<file path="config.mk">
export PLATFORM = sky130hd
export DESIGN_NAME = can_servo_pwm_gateway_unit
export DESIGN_NICKNAME = d
export VERILOG_FILES = /design/src/sv/csg_pkg.sv /design/src/sv/can_servo_pwm_gateway_unit.sv
export VERILOG_INCLUDE_DIRS = /design/src /design/src/sv
export SDC_FILE = /design/constraint.sdc
export NUM_CORES = 1
export LEC_CHECK = 0
export ABC_AREA = 1
export BUFFER_PORTS_ARGS = -buffer_cell sky130_fd_sc_hd__buf_4
export CAP_MARGIN = 20
export CELL_PAD_IN_SITES_DETAIL_PLACEMENT = 1
export CELL_PAD_IN_SITES_GLOBAL_PLACEMENT = 2
export CORE_UTILIZATION = 36
export CTS_CLUSTER_DIAMETER = 150
export DETAILED_ROUTE_END_ITERATION = 8
export PLACE_DENSITY_LB_ADDON = 0.1
export SETUP_SLACK_MARGIN = 0.05
export SLEW_MARGIN = 25
export SYNTH_ARGS = -nofsm -noshare
export SYNTH_HDL_FRONTEND = slang
export SYNTH_SLANG_ARGS = --single-unit
</file>
<file path="constraint.sdc">
create_clock -name clk -period 8.2 [get_ports clk]
set_input_delay 1.64 -clock clk [delete_from_list [all_inputs] [get_ports clk]]
set_output_delay 1.64 -clock clk [all_outputs]
set_load 0.02 [all_outputs]
</file>
<file path="src/sv/can_servo_pwm_gateway_unit_assert.svh">
`ifndef CAN_SERVO_PWM_GATEWAY_UNIT_ASSERT_SVH
`define CAN_SERVO_PWM_GATEWAY_UNIT_ASSERT_SVH

// same-cycle implication, checked on every rising edge out of reset
`define CSG_ASSERT_SAME(lbl, ante, cons, msg) \
  lbl: assert property (@(posedge clk) disable iff (!rst_n) (ante) |-> (cons)) \
    else $error(msg);

// next-cycle implication
`define CSG_ASSERT_NEXT(lbl, ante, cons, msg) \
  lbl: assert property (@(posedge clk) disable iff (!rst_n) (ante) |=> (cons)) \
    else $error(msg);

`endif

</file>
<file path="src/sv/csg_pkg.sv">
package csg_pkg;

  localparam int WIDTH_W    = 12;
  localparam int TIME_W     = 16;
  localparam int ID_W       = 11;
  localparam int SUM_W      = 14;
  localparam int SCALE_W    = 33;
  localparam int PROD_W     = 41;
  localparam int RECIP_SHIFT = 28;

  typedef logic [WIDTH_W-1:0] width_t;
  typedef logic [TIME_W-1:0]  time_t;
  typedef logic [ID_W-1:0]    frame_id_t;
  typedef logic [SCALE_W-1:0] scale_t;

  typedef enum logic {
    OP_FRAME = 1'b0,
    OP_TICK  = 1'b1
  } op_t;

  typedef enum logic {
    RES_PINS = 1'b0,
    RES_ACK  = 1'b1
  } res_kind_t;

  typedef enum logic [3:0] {
    REG_MIN_PULSE  = 4'd0,
    REG_MAX_PULSE  = 4'd1,
    REG_PERIOD     = 4'd2,
    REG_COMMAND_ID = 4'd3
  } cfg_reg_t;

  // input word, lowest field last
  typedef struct packed {
    logic       spare;
    logic [15:0] angle;
    logic [7:0]  channel;
    logic [3:0]  frame_len;
    frame_id_t   frame_id;
  } in_word_t;

  // result word, lowest field last
  typedef struct packed {
    logic [2:0] spare;
    logic [3:0] pins;
    logic       ack_ok;
  } out_word_t;

  localparam logic [7:0]  MAX_ANGLE      = 8'd180;
  localparam logic [3:0]  MIN_DATA_BYTES = 4'd3;
  localparam width_t      RESET_WIDTH    = 12'd1500;
  localparam width_t      RESET_MIN      = 12'd1000;
  localparam width_t      RESET_MAX      = 12'd2000;
  localparam time_t       RESET_PERIOD   = 16'd20000;
  localparam frame_id_t   RESET_CMD_ID   = 11'h430;

  // ceil(2^28 / 180): exact floor division for products below 2^28 / 164
  localparam logic [20:0] RECIP_MULT = 21'd1491309;
  localparam scale_t RESET_SCALE =
    SCALE_W'(64'(RESET_MAX - RESET_MIN) * 64'(RECIP_MULT));

endpackage

</file>
<file path="src/sv/can_servo_pwm_gateway_unit.sv">
// Four-channel servo pulse generator fed by command frames and microsecond ticks.
// Input channel in_*: tuser is the op (0 command frame, 1 tick), tdata carries
// frame_id, frame_len, channel and angle. A command whose id matches command_id
// yields one ack word (ok, or fail for short frame / bad channel); other ids
// yield nothing. Every tick yields one word with the four pin levels.
// Result channel out_*: tuser is 1 for an ack, 0 for pin levels.
// Configuration channel cfg_*: index 0 min pulse, 1 max pulse, 2 period,
// 3 command id; always ready, write only while no item is in flight.
// A word with a result passes the input register, then the result register, before
// out_tvalid rises; one word per cycle is taken back to back while out_tready is high.
// The pulse is computed with one multiply by a reciprocal of 180 held
// pre-scaled with the span, so every item finishes in a single pass.
// Reset restores the register defaults, 1500 us widths and frame position 0.
// When the receiver stalls the result register holds; the input register
// still takes one word, then in_tready drops until out_tready returns.
`include "can_servo_pwm_gateway_unit_assert.svh"

module can_servo_pwm_gateway_unit
  import csg_pkg::*;
#(
  parameter int CHANNELS = 4
) (
  input  logic        clk,
  input  logic        rst_n,
  input  logic        in_tvalid,
  output logic        in_tready,
  input  logic [39:0] in_tdata,   // frame_id[10:0], frame_len[14:11], channel[22:15], angle[38:23]
  input  logic        in_tuser,   // op[0]
  output logic        out_tvalid,
  input  logic        out_tready,
  output logic [7:0]  out_tdata,  // ack_ok[0], pins[4:1]
  output logic        out_tuser,  // is_ack[0]
  input  logic        cfg_valid,
  output logic        cfg_ready,
  input  logic [3:0]  cfg_addr,
  input  logic [15:0] cfg_data
);

  localparam int CIW = (CHANNELS > 1) ? $clog2(CHANNELS) : 1;

  // configuration
  width_t    min_r, min_nxt;
  width_t    max_r, max_nxt;
  time_t     period_r, period_nxt;
  frame_id_t cmd_id_r, cmd_id_nxt;
  scale_t    scale_r, scale_nxt;
  width_t    span_c;

  // input stage
  logic     in_vld_r;
  op_t      in_op_r;
  in_word_t in_word_r;

  // block state
  width_t pw_r [CHANNELS];
  width_t aw_r [CHANNELS];
  time_t  frame_time_r, frame_time_nxt;

  // result stage
  logic      out_vld_r;
  res_kind_t out_kind_r;
  out_word_t out_word_r;

  logic              out_free;
  logic              adv;
  logic              is_tick;
  logic              id_match;
  logic              cmd_ok;
  logic              has_res;
  logic [7:0]        deg_c;
  logic [PROD_W-1:0] prod_c;
  width_t            new_width;
  logic              ft_zero;
  width_t            w_c   [CHANNELS];
  logic [SUM_W-1:0]  sum_c [CHANNELS+1];
  logic [3:0]        pins_c;
  time_t             sum16_c;
  time_t             total_c;
  logic [TIME_W:0]   ft_inc;

  assign cfg_ready = 1'b1;

  always_comb begin
    min_nxt    = min_r;
    max_nxt    = max_r;
    period_nxt = period_r;
    cmd_id_nxt = cmd_id_r;
    if (cfg_valid) begin
      case (cfg_addr)
        REG_MIN_PULSE:  min_nxt    = cfg_data[WIDTH_W-1:0];
        REG_MAX_PULSE:  max_nxt    = cfg_data[WIDTH_W-1:0];
        REG_PERIOD:     period_nxt = cfg_data;
        REG_COMMAND_ID: cmd_id_nxt = cfg_data[ID_W-1:0];
        default: ;
      endcase
    end
    span_c    = (max_nxt > min_nxt) ? (max_nxt - min_nxt) : '0;
    scale_nxt = SCALE_W'(span_c) * SCALE_W'(RECIP_MULT);
  end

  always_ff @(posedge clk) begin
    if (!rst_n) begin
      min_r    <= RESET_MIN;
      max_r    <= RESET_MAX;
      period_r <= RESET_PERIOD;
      cmd_id_r <= RESET_CMD_ID;
      scale_r  <= RESET_SCALE;
    end else begin
      min_r    <= min_nxt;
      max_r    <= max_nxt;
      period_r <= period_nxt;
      cmd_id_r <= cmd_id_nxt;
      scale_r  <= scale_nxt;
    end
  end

  // handshake
  assign out_free  = !out_vld_r || out_tready;
  assign adv       = in_vld_r && out_free;
  assign in_tready = !in_vld_r || out_free;

  always_ff @(posedge clk) begin
    if (!rst_n) begin
      in_vld_r <= 1'b0;
    end else if (in_tready) begin
      in_vld_r <= in_tvalid;
    end
  end

  always_ff @(posedge clk) begin
    if (in_tready && in_tvalid) begin
      in_op_r   <= op_t'(in_tuser);
      in_word_r <= in_word_t'(in_tdata);
    end
  end

  // command path
  always_comb begin
    is_tick  = (in_op_r == OP_TICK);
    id_match = (in_word_r.frame_id == cmd_id_r);
    cmd_ok   = (in_word_r.frame_len >= MIN_DATA_BYTES) &&
               (int'(in_word_r.channel) < CHANNELS);
    has_res  = is_tick || id_match;
    deg_c    = (in_word_r.angle > 16'(MAX_ANGLE)) ? MAX_ANGLE : in_word_r.angle[7:0];
    prod_c   = PROD_W'(scale_r) * PROD_W'(deg_c);
    new_width = min_r + prod_c[RECIP_SHIFT +: WIDTH_W];
  end

  // tick path: widths latch at frame start, channels pulse in turn
  always_comb begin
    ft_zero  = (frame_time_r == '0);
    sum_c[0] = '0;
    pins_c   = '0;
    for (int i = 0; i < CHANNELS; i++) begin
      w_c[i]     = ft_zero ? pw_r[i] : aw_r[i];
      sum_c[i+1] = sum_c[i] + SUM_W'(w_c[i]);
      pins_c[i]  = (TIME_W'(sum_c[i]) <= frame_time_r) &&
                   (frame_time_r < TIME_W'(sum_c[i+1]));
    end
    sum16_c = TIME_W'(sum_c[CHANNELS]);
    total_c = (period_r > sum16_c) ? period_r : sum16_c;
    if (total_c == '0) begin
      total_c = TIME_W'(1);
    end
    ft_inc         = {1'b0, frame_time_r} + (TIME_W+1)'(1);
    frame_time_nxt = (ft_inc >= {1'b0, total_c}) ? '0 : ft_inc[TIME_W-1:0];
  end

  always_ff @(posedge clk) begin
    if (!rst_n) begin
      frame_time_r <= '0;
      for (int i = 0; i < CHANNELS; i++) begin
        pw_r[i] <= RESET_WIDTH;
        aw_r[i] <= RESET_WIDTH;
      end
    end else if (adv) begin
      if (is_tick) begin
        frame_time_r <= frame_time_nxt;
        if (ft_zero) begin
          for (int i = 0; i < CHANNELS; i++) begin
            aw_r[i] <= pw_r[i];
          end
        end
      end else if (id_match && cmd_ok) begin
        pw_r[in_word_r.channel[CIW-1:0]] <= new_width;
      end
    end
  end

  // result register
  always_ff @(posedge clk) begin
    if (!rst_n) begin
      out_vld_r <= 1'b0;
    end else if (adv) begin
      out_vld_r <= has_res;
    end else if (out_tready) begin
      out_vld_r <= 1'b0;
    end
  end

  always_ff @(posedge clk) begin
    if (adv && has_res) begin
      out_kind_r        <= is_tick ? RES_PINS : RES_ACK;
      out_word_r.spare  <= '0;
      out_word_r.ack_ok <= !is_tick && cmd_ok;
      out_word_r.pins   <= is_tick ? pins_c : '0;
    end
  end

  assign out_tvalid = out_vld_r;
  assign out_tuser  = out_kind_r;
  assign out_tdata  = out_word_r;

  `CSG_ASSERT_SAME(a_pins_onehot, out_vld_r && (out_kind_r == RES_PINS), $onehot0(out_word_r.pins), "more than one servo pin high")
  `CSG_ASSERT_SAME(a_ack_no_pins, out_vld_r && (out_kind_r == RES_ACK), out_word_r.pins == '0, "ack word carries pin levels")
  `CSG_ASSERT_NEXT(a_silent_item, adv && !has_res, !out_vld_r, "result shown for an unmatched frame")
  `CSG_ASSERT_SAME(a_no_stall, in_vld_r && !out_vld_r, in_tready, "input held back with result stage empty")

endmodule
</file>
==> reports/qor.csv <==
metric,value,unit
status,"complete, no violations",
area grow syn2layout,32.88,%
Via Count,22970,
worst clock skew,12.98,ps
core area,70510,µm²
Worst EP required,8740,ps
PortBufs,72,
final slew viol count,0,
Critical Path Fanout Max,16,
Initial DRC Count,718,
GPL Wtd Cong,0.8869,
reg2reg end,frame_time_r[13],
leading area contributor after synthesis,fa_1,
diodes inserted,0,
CP bufs+invs,12,
first-pass GRT wire length,138.6,mm
Post-Synth Simple-Gate Area,0.1905,
antenna-violating nets left,0,
Post-synth EDFFs,142,
highest-delay cell along the critical path,fa_2,
worst hold stages,2,
setup repair after global routing missed its margin,true,
"Period Utilization, post-route",0.9753,
CTS tree,yes,
DRC violation count after routing,0,
CTS max path bufs,3,
crit path kind,reg2reg,
Slew @ Worst Pin,1026,ps
HPWL after DPL,72.29,mm
"Seq/Total Area, Yosys",0.2444,
syn_area_per_cell,8.036,µm²
Initial Utilization,0.3660,
Ys Warns,0,
largest net degree at the start of global routing,62,
Rows,97,
Synth Area in Adders,0.3323,
CP arrival,8540,ps
vias in the first global route,25440,
minimum clock period,7998,ps
Max-Cap Viols,0,
RR Startpoint,frame_time_r[14],
Main synth FF type,edfxtp_1,
Worst-path clk slew,60,ps
DRT Pass-1 Iters,6,
number of hold violations in the final report,0,
H-tree depth,1,
Finish-stage setup viols,0,
R2R setup slack,200,ps
Detailed Route WL,89.20,mm
Die ar.,72750,µm²
nets,4345,
Root Driver,clkbuf_16,
largest family of logic cells by synthesized area,adder cells,
Synth top area share,0.1932,
WHS,499.5,ps
hold path start,period_r[0],
mux cell area share after synthesis,0.0003879,
Yosys reg bits,244,
DR WL/cell,18.95,µm
Netlist cell types,61,
Setup crit end kind,flip-flop,
cell family with most CP delay,simple AND/OR/NAND/NOR gates,
vias per cell,4.879,
Synth Area in XOR/XNOR,0.02478,
fraction of layout cells with a size suffix above 1,0.2712,
Syn Inst Count,3211,
clk sinks,244,
Compound-Gate Fraction of Synth Area,0.1045,
Worst path max stage delay,400,ps
mapped cell area,25800,µm²
GRT Overall Usage,0.2399,
Reg2Reg Depth,55,
die width,269.7,µm
Worst Hold Class,reg2reg,
most common cell in the netlist,nand2_1,
Die Span Y,269.7,µm
Rel. slew slack,0.3158,
fraction of registers with async set or reset after synthesis,0,
GR Overflow Total,0,
initial antenna violation count,0,
FMAX,125.0,MHz
CTS Buf Count,31,
Post-synth top cells,"nand2_1, inv_1, nor2_1",
Area contributors post-synth,"fa_1, edfxtp_1, ha_1, nand2_1, inv_1",
hold endpoint,period_r[0],
critical path launch point type,flip-flop,
num ports,78,
worst-skew pair later-pin latency,620,ps
==> cell type report <==
cell class	instances	area, µm²
clock buffers	41	874.6
clock inverters	17	202.7
fillers	8306	36220
inverters	624	2356
multi-input cells	2277	18880
flip-flops and latches	244	6311
well taps	940	1176
repair buffers	565	4488
==> routing by layer <==
layer / up-vias / GRT usage / part of all wire
li1: 11280 / - / -
met3: 116 / 0.01550 / 0.018
met5: - / 0 / 0
met2: 234 / 0.4512 / 0.53
met4: 0 / 0.06295 / 0.026
met1: 11350 / 0.2936 / 0.43
==> sequential cells by signal, summed over array words and instances (netlist names) <==
name and flops:
out_tvalid 1, max_r 12, out_tdata 5, scale_r 33, frame_time_r 16, in_op_r 1, pw_r 48, out_tuser 1
aw_r 48, period_r 16, in_word_r 39, min_r 12, in_vld_r 1, cmd_id_r 11
==> stage by stage <==
| step | cell area [µm²] | cells | setup TNS, ps | utilization | worst slack (ps) |
|---|---|---|---|---|---|
| after floorplan | 25880 | 3213 | 0 | - | 53.56 |
| after global placement | 30540 | 4575 | -18620 | 0.4331 | -824.3 |
| after detailed placement | 30540 | 4575 | -25450 | 0.4331 | -903.9 |
| after CTS | 32240 | 4656 | 0 | 0.4573 | 30.04 |
| after global routing | 34290 | 4708 | -1870 | 0.4863 | -137.1 |
| final | 34290 | 4708 | 0 | 0.4863 | 202.3 |
==> placed cells by master, fill, tap and decap left out, types with 16 or more instances in the layout <==
| cell | Yosys | layout |
|---|---|---|
| o21ai_2 | 1 | 21 |
| a21oi_2 | 2 | 45 |
| fa_1 | 249 | 237 |
| inv_1 | 618 | 582 |
| nand3_1 | 69 | 59 |
| edfxtp_1 | 142 | 142 |
| o21ai_0 | 171 | 129 |
| nor3_1 | 33 | 24 |
| buf_4 | 6 | 540 |
| dfxtp_1 | 102 | 100 |
| inv_2 | 4 | 36 |
| nand2_1 | 644 | 593 |
| a21oi_1 | 225 | 176 |
| ha_4 | 0 | 71 |
| xor2_1 | 45 | 37 |
| nor2_1 | 314 | 276 |
| nand4_1 | 37 | 37 |
| nor2_2 | 8 | 35 |
| xnor2_1 | 28 | 20 |
| nand2_2 | 13 | 55 |
| o21ai_1 | 2 | 22 |
| or2_2 | 19 | 16 |
| ha_1 | 287 | 206 |
| clkbuf_16 | 0 | 35 |
| o211ai_1 | 17 | 17 |
==> timing repair <==
item,CTS,global route
setup buffers,22,49
setup endpoints to repair,46,53
pin swaps,44,150
gates cloned,1,4
hold buffers,0,0
resized for setup,85,355
==> worst reg2reg max path, delay by kind of cell, from the launching register on <==
| family | cells | cell delay [ps] |
|---|---|---|
| buffers and inverters | 12 | 1490 |
| XOR/XNOR | 3 | 560 |
| AO/OA/AOI/OAI | 6 | 1010 |
| AND/OR/NAND/NOR | 29 | 3070 |
| flip-flops | 1 | 330 |
| adder cells (fa/ha/maj) | 5 | 1460 |
==> cells by family after synthesis <==
logic type	after synthesis
AO/OA/AOI/OAI	490
adder cells (fa/ha/maj)	536
buffers and inverters	693
other	2
multiplexers	1
flip-flops	244
AND/OR/NAND/NOR	1172
XOR/XNOR	73
==> how the worst max path moves through the flow <==
stage / startpoint / end / slack (ps) / cells past startpoint
after floorplan: cfg_addr[3] / scale_r[28] / 50 / 39
after global placement: cfg_addr[3] / scale_r[28] / -820 / 40
after detailed placement: cfg_addr[3] / scale_r[28] / -900 / 38
after CTS: cfg_addr[3] / scale_r[28] / 30 / 42
after global routing: frame_time_r[14] / frame_time_r[1] / -140 / 53
final: frame_time_r[14] / frame_time_r[13] / 200 / 55
Power is not shown: default switching activity piles up to over one toggle a cycle in this logic, so the estimate is an artifact.
